**src/ped_pkg.sv**
```systemverilog
// shared types and constants for the palette expand / pixel doubler block
// no dependencies
package ped_pkg;

  localparam int PaletteDepth = 256;
  localparam int MaxWidth     = 2048;
  localparam int MaxRows      = 2048;
  localparam int OutDepth     = 4;

  localparam int AddrW  = $clog2(PaletteDepth);
  localparam int ColW   = $clog2(MaxWidth);
  localparam int RowW   = $clog2(MaxRows);
  localparam int OutPtrW = $clog2(OutDepth);

  // field widths of the channels
  localparam int ModeW   = 2;
  localparam int IndexW  = 8;
  localparam int ColorW  = 32;
  localparam int BytesW  = 3;
  localparam int DRowW   = 12;
  localparam int OffW    = 14;
  localparam int RwW     = 12;
  localparam int CfgIdxW = 3;
  localparam int CfgDatW = 12;

  // input item modes
  localparam logic [ModeW-1:0] MODE_PIXEL       = 2'd0;
  localparam logic [ModeW-1:0] MODE_PAL_WRITE   = 2'd1;
  localparam logic [ModeW-1:0] MODE_FRAME_START = 2'd2;

  // pixel size codes, anything else is four bytes
  localparam logic [1:0] SIZE_BYTE = 2'd0;
  localparam logic [1:0] SIZE_HALF = 2'd1;

  // configuration register indexes
  localparam logic [CfgIdxW-1:0] REG_PIXEL_SIZE  = 3'd0;
  localparam logic [CfgIdxW-1:0] REG_SCALE       = 3'd1;
  localparam logic [CfgIdxW-1:0] REG_PALETTE     = 3'd2;
  localparam logic [CfgIdxW-1:0] REG_BIG_ENDIAN  = 3'd3;
  localparam logic [CfgIdxW-1:0] REG_ROW_WIDTH   = 3'd4;

  localparam logic [RwW-1:0]    RowWidthReset = 12'd320;
  localparam logic [BytesW-1:0] BytesOne      = 3'd1;
  localparam logic [BytesW-1:0] BytesFour     = 3'd4;

  typedef struct packed {
    logic [1:0]     pixel_size_code;
    logic           scale_enable;
    logic           palette_enable;
    logic           big_endian;
    logic [RwW-1:0] row_width;
  } cfg_t;

  typedef struct packed {
    logic [ColorW-1:0] data_word;
    logic [BytesW-1:0] bytes_valid;
    logic [DRowW-1:0]  dest_row;
    logic [OffW-1:0]   dest_byte_offset;
    logic              both_rows;
    logic              last_of_item;
  } out_beat_t;

  typedef struct packed {
    logic res_valid;
    logic more;
  } core_status_t;

endpackage

```
**src/ped_channels_if.sv**
```systemverilog


interface ped_out_if;
  logic                      valid;
  logic                      ready;
  logic [ped_pkg::ColorW-1:0] data_word;
  logic [ped_pkg::BytesW-1:0] bytes_valid;
  logic [ped_pkg::DRowW-1:0]  dest_row;
  logic [ped_pkg::OffW-1:0]   dest_byte_offset;
  logic                      both_rows;
  logic                      last_of_item;

  modport source(output valid, data_word, bytes_valid, dest_row, dest_byte_offset,
                 both_rows, last_of_item, input ready);
  modport sink(input valid, data_word, bytes_valid, dest_row, dest_byte_offset,
               both_rows, last_of_item, output ready);
endinterface


```
**src/ped_out_fifo.sv**
```systemverilog
// small result queue that drives the output channel
// depends on ped_pkg and ped_out_if
module ped_out_fifo (
  input  logic               clk,
  input  logic               rst,
  input  logic               push,
  input  ped_pkg::out_beat_t push_beat,
  output logic               full,
  ped_out_if.source          dst
);

  ped_pkg::out_beat_t            slots [ped_pkg::OutDepth];
  logic [ped_pkg::OutPtrW-1:0]   wr_ptr;
  logic [ped_pkg::OutPtrW-1:0]   rd_ptr;
  logic [ped_pkg::OutPtrW:0]     count;
  logic                          pop;
  logic                          do_push;
  ped_pkg::out_beat_t            head;

  assign full    = (count == (ped_pkg::OutPtrW+1)'(ped_pkg::OutDepth));
  assign do_push = push && !full;
  assign pop     = dst.valid && dst.ready;
  assign head    = slots[rd_ptr];

  assign dst.valid            = (count != '0);
  assign dst.data_word        = head.data_word;
  assign dst.bytes_valid      = head.bytes_valid;
  assign dst.dest_row         = head.dest_row;
  assign dst.dest_byte_offset = head.dest_byte_offset;
  assign dst.both_rows        = head.both_rows;
  assign dst.last_of_item     = head.last_of_item;

  always_ff @(posedge clk) begin
    if (do_push) begin
      slots[wr_ptr] <= push_beat;
    end
  end

  always_ff @(posedge clk) begin
    if (rst) begin
      wr_ptr <= '0;
      rd_ptr <= '0;
      count  <= '0;
    end else begin
      if (do_push) begin
        wr_ptr <= wr_ptr + ped_pkg::OutPtrW'(1);
      end
      if (pop) begin
        rd_ptr <= rd_ptr + ped_pkg::OutPtrW'(1);
      end
      if (do_push && !pop) begin
        count <= count + (ped_pkg::OutPtrW+1)'(1);
      end else if (pop && !do_push) begin
        count <= count - (ped_pkg::OutPtrW+1)'(1);
      end
    end
  end

endmodule

```
**src/flat_wrapper.sv**
```systemverilog
// flat-port wrapper written by rule: the top's interface ports become plain ports
module ped_out_fifo_flat 
  (clk, rst, push, push_beat, full, dst_valid, dst_data_word, dst_bytes_valid, dst_dest_row, dst_dest_byte_offset, dst_both_rows, dst_last_of_item, dst_ready);
  ped_out_if dst_i ();
  input  logic clk;
  input  logic rst;
  input  logic push;
  input  ped_pkg::out_beat_t push_beat;
  output logic full;
  output wire logic [$bits(dst_i.valid)-1:0] dst_valid;
  output wire logic [$bits(dst_i.data_word)-1:0] dst_data_word;
  output wire logic [$bits(dst_i.bytes_valid)-1:0] dst_bytes_valid;
  output wire logic [$bits(dst_i.dest_row)-1:0] dst_dest_row;
  output wire logic [$bits(dst_i.dest_byte_offset)-1:0] dst_dest_byte_offset;
  output wire logic [$bits(dst_i.both_rows)-1:0] dst_both_rows;
  output wire logic [$bits(dst_i.last_of_item)-1:0] dst_last_of_item;
  input wire logic [$bits(dst_i.ready)-1:0] dst_ready;
  assign dst_valid = dst_i.valid;
  assign dst_data_word = dst_i.data_word;
  assign dst_bytes_valid = dst_i.bytes_valid;
  assign dst_dest_row = dst_i.dest_row;
  assign dst_dest_byte_offset = dst_i.dest_byte_offset;
  assign dst_both_rows = dst_i.both_rows;
  assign dst_last_of_item = dst_i.last_of_item;
  assign dst_i.ready = dst_ready;
  ped_out_fifo u_core (.clk(clk), .rst(rst), .push(push), .push_beat(push_beat), .full(full), .dst(dst_i));
endmodule
```
**config.mk**
```make
export PLATFORM = sky130hd
export DESIGN_NAME = ped_out_fifo_flat
export DESIGN_NICKNAME = d
export VERILOG_FILES = /design/src/ped_pkg.sv /design/src/ped_channels_if.sv /design/src/ped_out_fifo.sv /design/src/flat_wrapper.sv
export SDC_FILE = /design/constraint.sdc
export NUM_CORES = 1
export LEC_CHECK = 0
export ABC_AREA = 0
export BUFFER_PORTS_ARGS = -buffer_cell sky130_fd_sc_hd__buf_2
export CAP_MARGIN = 20
export CORE_AREA = 4 4 181 113
export CTS_CLUSTER_DIAMETER = 30
export DETAILED_ROUTE_END_ITERATION = 8
export DIE_AREA = 0 0 185 117
export PLACE_DENSITY = 0.8
export SLEW_MARGIN = 40
export SYNTH_ARGS = -nofsm -noshare
export SYNTH_HDL_FRONTEND = slang
export SYNTH_SLANG_ARGS = --single-unit
```
**constraint.sdc**
```tcl
create_clock -name clk -period 8.16 [get_ports clk]
set_input_delay 1.632 -clock clk [delete_from_list [all_inputs] [get_ports clk]]
set_output_delay 1.632 -clock clk [all_outputs]
set_load 0.005 [all_outputs]
```
==> impl_metrics.ini <==
[power]
total_switching_power_uw = 917
post-layout-total-power_mw = 3.76
cell_internal_pwr_mw = 2.84
pwr-share-seq = 0.452
share_clk_of_total_power = 0.368
powerDensity_nw_per_um2 = 324
ir_worst_vdd_uv = 202
power.switching_fraction = 0.244
leakage_power_nw = 3.95
gate_power_share = 0.180

[placement]
detailed_placement_wirelength_estimate_mm = 10.6
post-place-ws_ps = 4180
globalplace.congestion = 0.718
postPlaceCellArea_um2 = 10500
port_buffers = 131
placedCellCount = 745

[yosys]
synth_xor_area_frac = 0.00364
synth.area.mux_share = 0.151
netlist.top_cell.by_area = edfxtp_1
syn_area_per_cell_um2 = 25.5
mapped_area_um2 = 9630
synth_compound_gate_area_share = 0.00429
ys_ff_latch = 261
simple_gate_portion_of_the_synthesized_area = 0.00948
synth_cell_type_count = 22
combinational_family_with_the_most_area_after_synthesis = multiplexers
netlist_top_cells_area = edfxtp_1, mux4_2, dfxtp_1
yosysWarnings = 0
post_synth_fa_ha_maj_area_fraction = 0.00857
syn_nets = 450
postSynthCellCount = 377
synth.top_cell.area_share = 0.786
synth_sequential_area_ratio = 0.804

[drt]
routed_via_density = 5.45
remaining_drc_errors = 0
detailedRoute.firstIterationViolations = 328
vias = 4385
routed_wl_mm = 17.1
dr_wl_cell_um = 21.3
route.antenna.remaining_nets = 0
drtPass1Iterations = 4

[finish]
multiInputGateArea_um2 = 1710
layout.cells.most_common = edfxtp_1
post-route-cell-area_um2 = 11600
post_layout_nonfiller_instances = 805
num-fill-cells = 1291
final_layout_size_suffix_gt1_frac = 0.460
antenna_diodes = 0
area.sequential_um2 = 7750
final_util = 0.620
final_cell_mix = edfxtp_1, buf_2, mux4_2
finalNetCount = 608
area.growth.synth_to_final_pct = 20.7

[sta]
finalHoldViolCount = 0
period_minus_slack_ps = 4370
fin_hold_ws_ps = 518
setup_viol_count_final = 0
max-slew-margin-rel = 0.541
period_share = 0.535
final_setup_skew_ps = 7.99
tns_ps = 0
report.final.slew_viol_count = 0
unrepaired_setup_endpoints_after_global_routing = false
maxClockFrequency_ghz = 0.229
worst_slew_pin_slew_ps = 689
finalWorstSetupSlack_ps = 3790

[clock_network]
clockBufferDepth = 3
cts_inserted_buffers = 34
numClockSinks = 261
post_cts.repair.setup_buffers = 0
cts_tree = yes
clkLatencyLatePin_ps = 480
clock_tree.htree_level_count = 2
cts.hold.buffers_added = 0
clock-root-buffer = clkbuf_16
worst_setup_hold_path_clk_slew_ps = 50
post_cts.resized_instances = 0

[setup_path]
timing.critical_path.to_type = primary output
worstPathRequired_ps = 6530
worst-setup-path-type = register to primary output
worst-r2r-setup-slack_ps = 5790
crit_arrival_ps = 2730
top_fanout_value_on_the_critical_path = 34
cp-start-kind = register

[floorplanning]
core_footprint_um2 = 18700
row_count = 39
die_area_um2 = 21600
die_h_um = 117
dieWidth_um = 185
initial_core_util = 0.514
io_pins = 132

[global_routing]
maximum_number_of_pins_on_one_net_before_global_route_repair = 35
number_of_global_route_vias_before_repair = 4753
globalRouteTotalUtil = 0.161
grt_util_met2 = 0.255
grt_util_met1 = 0.223
antenna_found_initial = 2
grt-ovfl-total = 0
busiest_layer = met2
groute.layer.met3.usage = 0.0574
grt_first_pass_wirelength_mm = 26.5

[run_status]
outcome = finished, final reports clean

[flow_run]
cap_violations = 0

[worst_hold_path]
timing.hold.worst.class = register to register
## Yosys cell counts
library cell and count:
mux2i_1 2, o311ai_0 1, nor3b_2 1, buf_6 1
ha_1 5, and2_1 4, clkbuf_1 2, o21ai_0 2
fa_1 1, inv_1 4, buf_2 6, or3_1 3
buf_12 6, dfxtp_1 9, o31ai_2 1, mux4_1 3
nor2_1 6, a21oi_1 2, edfxtp_1 252, xor2_1 4
mux4_2 60, nand2b_1 2
## power groups by stage
stage               Clock [mW]  Sequential [mW]  Combinational, mW
floorplan                    0             1.67              0.516
global placement             0             1.72              0.667
detailed placement           0             1.73              0.691
CTS                       1.42             1.71              0.694
global route              1.48             1.72              0.740
finish                    1.38             1.70              0.678
## path summary, 6_finish.rpt
path	to	start	cells past startpoint
worst min-delay path	u_core.wr_ptr[1]	u_core.wr_ptr[1]	2
worst max-delay path	dst_data_word[24]	register	3
worst max register to register	u_core.count[2]	u_core.count[0]	8
worst min register to register	u_core.wr_ptr[1]	u_core.wr_ptr[1]	2
## logic make-up (layout without fill, tap and decap cells)
logic type,after synthesis,in the layout
compound gates,6,6
xor+xnor,4,4
flops,261,261
simple gates,16,16
buf+inv,19,201
fa+ha+maj,6,6
mux,65,65
## metal layers
metal / wire, µm / vias up
met1: 7200 / 2265
met3: 1590 / 28
met2: 8070 / 161
met4: 230 / 4
li1: - / 1927
met5: 21 / -
## final cells by class
type,count,share of cell area
Multi-Input combinational cell,97,0.147
Clock inverter,20,0.0126
Inverter,4,0.00129
Timing Repair Buffer,137,0.0646
Sequential cell,261,0.667
Clock buffer,40,0.0806
Tap cell,246,0.0265
## worst max-delay path, stage by stage, from the launching register on
cell and delay (ps):
dfxtp_4 730, buf_4 670, mux4_1 660, buf_2 150
## state kept, by name, summed over array words and instances, names as in the netlist, named ones only
register and cells:
u_core.slots 252, u_core.rd_ptr 2, u_core.wr_ptr 2, u_core.count 3
Power figures use the tool's default switching activity.
