[config.mk]
export PLATFORM = sky130hd
export DESIGN_NAME = ped_pixel_core
export DESIGN_NICKNAME = d
export VERILOG_FILES = /design/src/ped_pkg.sv /design/src/ped_pixel_core.sv
export SDC_FILE = /design/constraint.sdc
export NUM_CORES = 1
export LEC_CHECK = 0
export BUFFER_PORTS_ARGS = -buffer_cell sky130_fd_sc_hd__buf_2
export CAP_MARGIN = 20
export CORE_MARGIN = 2
export CORE_UTILIZATION = 40
export CTS_CLUSTER_SIZE = 16
export DETAILED_ROUTE_END_ITERATION = 16
export MAX_ROUTING_LAYER = met4
export PLACE_DENSITY = 0.74
export SYNTH_ARGS = -nofsm -noshare
export SYNTH_HDL_FRONTEND = slang
export SYNTH_SLANG_ARGS = --single-unit
[constraint.sdc]
create_clock -name clk -period 2.75 [get_ports clk]
set_input_delay 0.275 -clock clk [delete_from_list [all_inputs] [get_ports clk]]
set_output_delay 0.275 -clock clk [all_outputs]
set_load 0.01 [all_outputs]
[src/ped_pkg.sv]
// shared types and constants for the palette expand / pixel doubler block
// no dependencies
package ped_pkg;

  localparam int PaletteDepth = 256;
  localparam int MaxWidth     = 2048;
  localparam int MaxRows      = 2048;
  localparam int OutDepth     = 4;

  localparam int AddrW  = $clog2(PaletteDepth);
  localparam int ColW   = $clog2(MaxWidth);
  localparam int RowW   = $clog2(MaxRows);
  localparam int OutPtrW = $clog2(OutDepth);

  // field widths of the channels
  localparam int ModeW   = 2;
  localparam int IndexW  = 8;
  localparam int ColorW  = 32;
  localparam int BytesW  = 3;
  localparam int DRowW   = 12;
  localparam int OffW    = 14;
  localparam int RwW     = 12;
  localparam int CfgIdxW = 3;
  localparam int CfgDatW = 12;

  // input item modes
  localparam logic [ModeW-1:0] MODE_PIXEL       = 2'd0;
  localparam logic [ModeW-1:0] MODE_PAL_WRITE   = 2'd1;
  localparam logic [ModeW-1:0] MODE_FRAME_START = 2'd2;

  // pixel size codes, anything else is four bytes
  localparam logic [1:0] SIZE_BYTE = 2'd0;
  localparam logic [1:0] SIZE_HALF = 2'd1;

  // configuration register indexes
  localparam logic [CfgIdxW-1:0] REG_PIXEL_SIZE  = 3'd0;
  localparam logic [CfgIdxW-1:0] REG_SCALE       = 3'd1;
  localparam logic [CfgIdxW-1:0] REG_PALETTE     = 3'd2;
  localparam logic [CfgIdxW-1:0] REG_BIG_ENDIAN  = 3'd3;
  localparam logic [CfgIdxW-1:0] REG_ROW_WIDTH   = 3'd4;

  localparam logic [RwW-1:0]    RowWidthReset = 12'd320;
  localparam logic [BytesW-1:0] BytesOne      = 3'd1;
  localparam logic [BytesW-1:0] BytesFour     = 3'd4;

  typedef struct packed {
    logic [1:0]     pixel_size_code;
    logic           scale_enable;
    logic           palette_enable;
    logic           big_endian;
    logic [RwW-1:0] row_width;
  } cfg_t;

  typedef struct packed {
    logic [ColorW-1:0] data_word;
    logic [BytesW-1:0] bytes_valid;
    logic [DRowW-1:0]  dest_row;
    logic [OffW-1:0]   dest_byte_offset;
    logic              both_rows;
    logic              last_of_item;
  } out_beat_t;

  typedef struct packed {
    logic res_valid;
    logic more;
  } core_status_t;

endpackage

[src/ped_pixel_core.sv]
// pixel formatter: pending pixel, column and row counters, result word forming
// depends on ped_pkg
module ped_pixel_core (
  input  logic                       clk,
  input  logic                       rst,
  input  ped_pkg::cfg_t              cfg,
  input  logic [ped_pkg::ModeW-1:0]  mode,
  input  logic [ped_pkg::IndexW-1:0] idx,
  input  logic [ped_pkg::ColorW-1:0] entry,
  input  logic                       second,
  input  logic                       step,
  output ped_pkg::core_status_t      status,
  output ped_pkg::out_beat_t         beat
);

  logic [15:0]              pending_pixel;
  logic                     pending_valid;
  logic [ped_pkg::ColW-1:0] column_count;
  logic [ped_pkg::RowW-1:0] row_count;

  logic [ped_pkg::RwW-1:0]  width_eff;
  logic                     final_col;
  logic                     is_pixel;
  logic                     size_byte;
  logic                     size_half;
  logic                     paired;
  logic                     two_words;
  logic [15:0]              v16;
  logic [15:0]              pa;
  logic [15:0]              pb;
  logic [ped_pkg::OffW-1:0] col_off;
  logic                     done;

  always_comb begin
    width_eff = cfg.row_width;
    if (cfg.row_width == '0) begin
      width_eff = ped_pkg::RwW'(1);
    end else if (cfg.row_width > ped_pkg::RwW'(ped_pkg::MaxWidth)) begin
      width_eff = ped_pkg::RwW'(ped_pkg::MaxWidth);
    end
  end

  assign final_col = (ped_pkg::RwW'(column_count) + ped_pkg::RwW'(1)) >= width_eff;
  assign is_pixel  = (mode == ped_pkg::MODE_PIXEL);
  assign size_byte = (cfg.pixel_size_code == ped_pkg::SIZE_BYTE);
  assign size_half = (cfg.pixel_size_code == ped_pkg::SIZE_HALF);
  assign paired    = cfg.scale_enable ? size_byte : (cfg.palette_enable && size_half);
  assign two_words = cfg.scale_enable && !size_byte && !size_half;
  assign v16       = cfg.scale_enable ? {8'h00, idx} : entry[15:0];
  assign col_off   = ped_pkg::OffW'(column_count);

  // earlier pixel in a, later in b; a lone last pixel pairs with zero
  assign pa = pending_valid ? pending_pixel : v16;
  assign pb = pending_valid ? v16 : 16'h0000;

  always_comb begin
    status.res_valid = is_pixel && (!paired || pending_valid || final_col);
    status.more      = is_pixel && !paired && two_words && !second;

    beat.bytes_valid      = ped_pkg::BytesFour;
    beat.dest_row         = cfg.scale_enable ? ped_pkg::DRowW'({row_count, 1'b0})
                                             : ped_pkg::DRowW'(row_count);
    beat.both_rows        = cfg.scale_enable;
    beat.last_of_item     = !status.more;
    beat.data_word        = entry;
    beat.dest_byte_offset = col_off << 2;

    priority if (paired) begin
      beat.dest_byte_offset = pending_valid ? ped_pkg::OffW'((col_off - 14'd1) << 1)
                                            : ped_pkg::OffW'(col_off << 1);
      if (cfg.scale_enable) begin
        beat.data_word = cfg.big_endian ? {pa[7:0], pa[7:0], pb[7:0], pb[7:0]}
                                        : {pb[7:0], pb[7:0], pa[7:0], pa[7:0]};
      end else begin
        beat.data_word = {pb, pa};
      end
    end else if (cfg.scale_enable) begin
      if (size_half) begin
        beat.data_word        = {entry[15:0], entry[15:0]};
        beat.dest_byte_offset = ped_pkg::OffW'(col_off << 2);
      end else begin
        beat.data_word        = entry;
        beat.dest_byte_offset = ped_pkg::OffW'((col_off << 3) + (second ? 14'd4 : 14'd0));
      end
    end else if (cfg.palette_enable) begin
      if (size_byte) begin
        beat.data_word   = {24'h000000, entry[7:0]};
        beat.bytes_valid = ped_pkg::BytesOne;
        beat.dest_byte_offset = col_off;
      end else begin
        beat.data_word        = entry;
        beat.dest_byte_offset = ped_pkg::OffW'(col_off << 2);
      end
    end else begin
      beat.data_word        = {24'h000000, idx};
      beat.bytes_valid      = ped_pkg::BytesOne;
      beat.dest_byte_offset = col_off;
    end
  end

  // state moves once per item, on its last step
  assign done = step && !status.more;

  always_ff @(posedge clk) begin
    if (rst) begin
      pending_pixel <= '0;
      pending_valid <= 1'b0;
      column_count  <= '0;
      row_count     <= '0;
    end else if (done) begin
      if (mode == ped_pkg::MODE_FRAME_START) begin
        pending_pixel <= '0;
        pending_valid <= 1'b0;
        column_count  <= '0;
        row_count     <= '0;
      end else if (is_pixel) begin
        if (paired && !pending_valid && !final_col) begin
          pending_pixel <= v16;
          pending_valid <= 1'b1;
        end else begin
          pending_valid <= 1'b0;
        end
        if (final_col) begin
          column_count <= '0;
          row_count    <= (row_count == ped_pkg::RowW'(ped_pkg::MaxRows - 1))
                          ? '0 : row_count + ped_pkg::RowW'(1);
        end else begin
          column_count <= column_count + ped_pkg::ColW'(1);
        end
      end
    end
  end

endmodule

==> impl_metrics.env, run 1 <==
export IMPL_status="finished with violations"
export IMPL_violations="setup timing"
export IMPL_port_buffers=126
export IMPL_relSlewSlack_pct=28.12
export IMPL_tritoncts="yes"
export IMPL_num_vias=5121
export IMPL_fillerInstances=1075
export IMPL_synth_top_area_share_pct=17.36
export IMPL_hold_viol=0
export IMPL_place_congestion=0.9539
export IMPL_tns_ps=-1110
export IMPL_grt_pass1_vias=4421
export IMPL_drt_drc_violations_left=0
export IMPL_grt_antenna_before_repair=0
export IMPL_multi_input_area_um2=3526
export IMPL_grt_max_degree=63
export IMPL_critPathLaunchType="flip-flop"
export IMPL_fin_crit_ps=2881
export IMPL_dp_hpwl_um=10510
export IMPL_fin_worst_skew_ps=9.318
export IMPL_setup_viol_count_final=21
export IMPL_start_util_pct=41.31
export IMPL_clock_latency_ps=300
export IMPL_detail_route_antenna_nets=0
export IMPL_drv_cap=0
export IMPL_path_max_fanout=4
export IMPL_grt_use_total_pct=23.44
export IMPL_synth_cell_area_um2=4498
export IMPL_ys_types=66
export IMPL_setup_ws_ps=-130.6
export IMPL_synth_nets=723
export IMPL_die_x_um=110.0
export IMPL_core_area_um2=10890
export IMPL_reg2reg_slack_ps=-80
export IMPL_cts_root_buffer="clkbuf_8"
export IMPL_cts_buffers=5
export IMPL_synth_area_leaders="dfxtp_1 (17%), mux2i_1 (9.3%), nand2_1 (8.7%)"
export IMPL_dr_pass1_iters=7
export IMPL_area_growth_pct=27.84
export IMPL_critPathArrivalTime_ps=2610
export IMPL_synthFlopType="dfxtp_1"
export IMPL_grt_pass1_wl_um=22040
export IMPL_p_per_area_nw_per_um2=289.6
export IMPL_wire_per_inst_um=15.73
export IMPL_max_clock_freq_ghz=0.3471
export IMPL_path_class="reg -> out"
export IMPL_rsz0062_at_grt="true"
export IMPL_synth_seq_cells=39
export IMPL_slew_violations=0
export IMPL_irDropWorstVdd_mv=0.1882
export IMPL_diodes=0
export IMPL_fin_nets=847
export IMPL_yosysTopAreaCell="dfxtp_1"
export IMPL_synthCells=645
export IMPL_htreeDepth=2
export IMPL_ys_seq_area_share_pct=17.36
export IMPL_placementRows=38
export IMPL_synth_edf_count=0
export IMPL_post_route_period_util_pct=104.7
export IMPL_ctsLongestPathBuffers=2
export IMPL_seq_area_um2=792.0
export IMPL_hold_class="in -> reg"
export IMPL_cts_sinks=39
export IMPL_worstSetupEndpointType="output pin"
export IMPL_leakagePower_uw=0.002517
export IMPL_clkTransAtPathRegs_ps=80
export IMPL_fp_dieArea_um2=12110
export IMPL_routed_wirelength_um=14310
export IMPL_overflow=0
export IMPL_layout_drive_gt1_share_pct=31.95
export IMPL_routed_via_density=5.627
export IMPL_die_height_um=110.0
export IMPL_required_ps=2480
export IMPL_ys_warn_count=0
export IMPL_io_pins=128
export IMPL_drt_initial_drc_count=472
export IMPL_dp_cells=886
export IMPL_final_cells=910
export IMPL_syn_avg_cell_area_um2=6.974
export IMPL_async_reset_ff_share_pct=0
export IMPL_synthTopCellsByCount="nand2_1 (104), o21ai_0 (49), nor2_1 (47)"
export IMPL_tightest_slew_ps=1074
export IMPL_ctsHoldBuffers=0
export IMPL_yosysMostFrequentCell="nand2_1"
critical path: stages (launching register included):
cell and delay [ps]:
dfxtp_4 380, ha_4 150, nand3_4 80, nor2_4 140, nand3_2 110, xnor2_2 170
ha_1 340, and4_4 220, a221oi_4 300, and3_4 230, nor3_2 40, buf_2 140
power by group:
part / total, uW / internal [uW] / switching, uW
clock network: 512 / 294 / 218
logic: 579 / 237 / 342
registers: 574 / 568 / 6.29
worst paths after layout:
path                                   startpoint                end  cells past startpoint
worst min register to register  pending_pixel[15]  pending_pixel[15]                      1
worst max register to register    column_count[0]   column_count[10]                     13
worst max-delay path              column_count[0]          status[1]                     11
worst min-delay path                    entry[12]  pending_pixel[12]                      2
layout by cell type, fill, tap and decap left out, types with 5 or more instances in the layout:
cell,count
buf_4,39
nand3_1,28
o2bb2ai_1,7
a31oi_1,5
inv_1,28
clkbuf_8,6
o22ai_1,5
a31o_2,8
a21oi_1,41
mux2i_1,42
buf_2,127
nand2_1,102
ha_1,13
nand2b_1,13
nor3_1,6
xnor2_1,8
xor2_1,5
a22o_1,8
dfxtp_1,34
a221oi_1,16
a211oi_1,8
nor2_1,45
nor2b_1,13
o21ai_0,47
mux2_2,11
sequential cells by signal, summed over array words and instances (netlist names):
| name | flops |
|---|---|
| column_count | 11 |
| pending_pixel | 16 |
| pending_valid | 1 |
| row_count | 11 |
stage by stage:
stage	setup WS, ps	hold slack [ps]	total power, uW	util, %	cell area (um2)
6_report	-130.6	237.8	1665	52.82	5751
5_1_grt	-214.2	243.1	1743	52.82	5751
4_1_cts	-81.53	234.2	1648	51.64	5623
3_5_place_dp	-52.16	465.5	1135	48.99	5334
3_3_place_gp	9.028	462.8	1132	48.99	5334
2_1_floorplan	13.22	400.5	928.5	-	4526
area by class of cell:
class,instances,share of cell area (%)
clock buffers,6,1.436
clock inverters,2,0.6092
inverters,31,2.111
multi-input cells,520,61.31
flip-flops and latches,39,13.77
well taps,140,3.046
repair buffers,172,17.71
layer usage:
metal  part of all wire [%]  GRT usage [%]  up-vias  routed length, um
met5                      0              -        -                  0
met4                    1.6          5.335        0                235
met3                    6.3          2.704       24                907
met2                     46          35.80      189               6589
met1                     46          33.13     2346               6577
li1                       -              -     2562                  -
repair_timing:
| item | 4_1_cts | 5_1_grt |
|---|---|---|
| gates resized for setup | 28 | 16 |
| endpoints found under the hold margin | 0 | 0 |
| cloned | 0 | 2 |
| setup endpoints to repair | 18 | 39 |
| buffers inserted | 8 | 6 |
| pin swaps | 15 | 19 |
cells by family after synthesis:
group / Yosys count / share of synthesized area, %
flops: 39 / 17.36
other cells: 1 / 0.08337
xor+xnor: 17 / 3.310
simple gates: 254 / 27.82
buf+inv: 86 / 8.150
compound gates: 180 / 27.01
fa+ha+maj: 15 / 4.172
mux: 53 / 12.10
(Power assumes the default switching activity.)
==> run 2: changes to the inputs <==
Settings changed: CORE_ASPECT_RATIO set to 2.
==> run 2 against run 1 <==
The run still ends with setup timing left; critical path depth up 1; clock skew up 1.2 ps; combinational power is 4.1% higher; worst setup slack improved by 79 ps; highest routed layer unchanged.
==> impl_metrics.env, run 2 (synthesis gave the netlist of run 1 again) <==
export IMPL_port_buffers=126
export IMPL_violations="setup timing"
export IMPL_cts_root_buffer="clkbuf_16"
export IMPL_clkTransAtPathRegs_ps=60
export IMPL_fin_worst_skew_ps=10.52
export IMPL_path_max_fanout=4
export IMPL_rsz0062_at_grt="true"
export IMPL_overflow=0
export IMPL_drt_drc_violations_left=0
export IMPL_core_area_um2=10950
export IMPL_irDropWorstVdd_mv=0.2145
export IMPL_clock_power_share_pct=32.8
export IMPL_drt_initial_drc_count=226
export IMPL_cts_sinks=39
export IMPL_fin_crit_ps=2802
export IMPL_tritoncts="yes"
export IMPL_start_util_pct=41.10
export IMPL_regMostFlops="pending_pixel"
export IMPL_detail_route_antenna_nets=0
export IMPL_design_area_um2=5939
export IMPL_drv_cap=0
export IMPL_critPathLaunchType="flip-flop"
export IMPL_ctsLongestPathBuffers=2
export IMPL_leakagePower_uw=0.002604
export IMPL_mostFrequentLayoutCells="buf_2 (127), nand2_1 (104), o21ai_0 (45), nor2_1 (45), buf_4 (45)"
export IMPL_tightest_slew_ps=617.9
export IMPL_place_congestion=0.9232
export IMPL_reg_largest_list="pending_pixel x16, column_count x11, row_count x11"
export IMPL_cp_cell_sequence="ha_4 > nand3_4 > nor2_4 > nand3_2 > xnor2_2 > ha_1 > a21oi_2 > nand2_1 > a221oi_4 > and3_4 > nor3_2 > buf_2"
export IMPL_p_total_uw=1752
export IMPL_grt_pass1_wl_um=23940
export IMPL_routed_via_density=5.767
export IMPL_cts_buffers=5
export IMPL_hold_viol=0
export IMPL_internal_power_uw=1150
export IMPL_fp_dieArea_um2=12160
export IMPL_placementRows=54
export IMPL_p_per_area_nw_per_um2=295.0
export IMPL_power_frac_comb_pct=34.4
export IMPL_topRoutingLayerUsed="met4"
export IMPL_grt_use_total_pct=25.24
export IMPL_grt_pass1_vias=4904
export IMPL_swShare_pct=34.38
export IMPL_dp_hpwl_um=11780
export IMPL_worstSetupEndpointType="output pin"
export IMPL_tns_ps=-146.2
export IMPL_post_dp_cell_area_um2=5371
export IMPL_grt_max_degree=37
export IMPL_setup_viol_count_final=9
export IMPL_grt_antenna_before_repair=0
export IMPL_num_vias=5311
export IMPL_wl_met3_um=705
export IMPL_diodes=0
export IMPL_crit_buf_inv=1
export IMPL_power_frac_seq_pct=32.8
export IMPL_path_class="reg -> out"
export IMPL_ctsHoldBuffers=0
export IMPL_relSlewSlack_pct=58.81
export IMPL_slew_violations=0
export IMPL_max_clock_freq_ghz=0.3569
export IMPL_cpPeakStageDelay_ps=370
export IMPL_area_growth_pct=32.04
export IMPL_htreeDepth=2
export IMPL_final_core_util_pct=54.26
export IMPL_die_x_um=78.99
export IMPL_required_ps=2480
export IMPL_slowest_stage="dfxtp_4"
export IMPL_wl_met1_um=5581
export IMPL_layout_commonest_cell="buf_2"
export IMPL_post_route_period_util_pct=101.9
export IMPL_setup_ws_ps=-51.72
export IMPL_path_delay_family="simple AND/OR/NAND/NOR gates"
export IMPL_layout_drive_gt1_share_pct=33.55
export IMPL_dr_pass1_iters=5
export IMPL_wire_per_inst_um=17.26
export IMPL_largest_register_ffs=16
export IMPL_critPathArrivalTime_ps=2530
export IMPL_die_height_um=154.0
export IMPL_clock_latency_ps=290
export IMPL_status="finished with violations"
export IMPL_p_switching_uw=602.4
export IMPL_routed_wirelength_um=15900
export IMPL_io_pins=128
export IMPL_dp_cells=891
export IMPL_final_cells=921
export IMPL_fin_nets=858
export IMPL_hold_class="in -> reg"
export IMPL_dr_wl_met2_um=8866
[run 2: changes by cell type in the layout (fill, tap and decap cells not counted), sizes merged]
cell	previous run	this run
clkinvlp	0	1
buf	171	181
clkbuf	7	8
bufinv	1	0
[run 2: stage by stage]
stage / setup WS, ps / hold slack [ps]
floorplan: 13.22 / 400.5
global placement: 18.28 / 461.5
detailed placement: -38.56 / 466.3
CTS: -25.95 / 267.5
global route: -145.2 / 275.6
finish: -51.72 / 273.8
[run 2: area by class of cell]
class	count	area, um2
clock buffer	6	128.9
timing repair buffer	183	1134
clock inverter	2	12.51
fill	1108	5006
multi-input combinational	520	3567
sequential	39	800.8
tap	140	175.2
inverter	31	121.4
[run 2: what timing repair did]
item                                    in CTS  in global routing
pin swaps                                   17                 20
cloned                                       0                  3
setup buffers                               14                  5
endpoints found under the setup margin      11                 39
gates resized for setup                     31                 29
[run 2: worst paths after layout]
path / cells after the start / slack, ps / to / from
hold / removal: 2 / 270 / pending_pixel[10] / entry[10]
hold reg to reg: 1 / 490 / pending_pixel[13] / pending_pixel[13]
setup / recovery: 12 / -50 / status[1] / column_count[1]
setup reg to reg: 14 / -30 / pending_pixel[8] / column_count[1]
[run 2: power groups by stage]
stage / registers [uW] / logic [uW] / clock network, uW
finish: 574 / 603 / 575
global route: 575 / 657 / 595
CTS: 574 / 578 / 575
detailed placement: 589 / 565 / 0
global placement: 588 / 561 / 0
floorplan: 587 / 341 / 0
[run 2: routing by layer]
layer  global-route usage (%)  up-vias
li1                         -     2580
met1                    24.74     2504
met2                    47.62      188
met3                    2.054       39
met4                    13.30        0
met5                        -        -
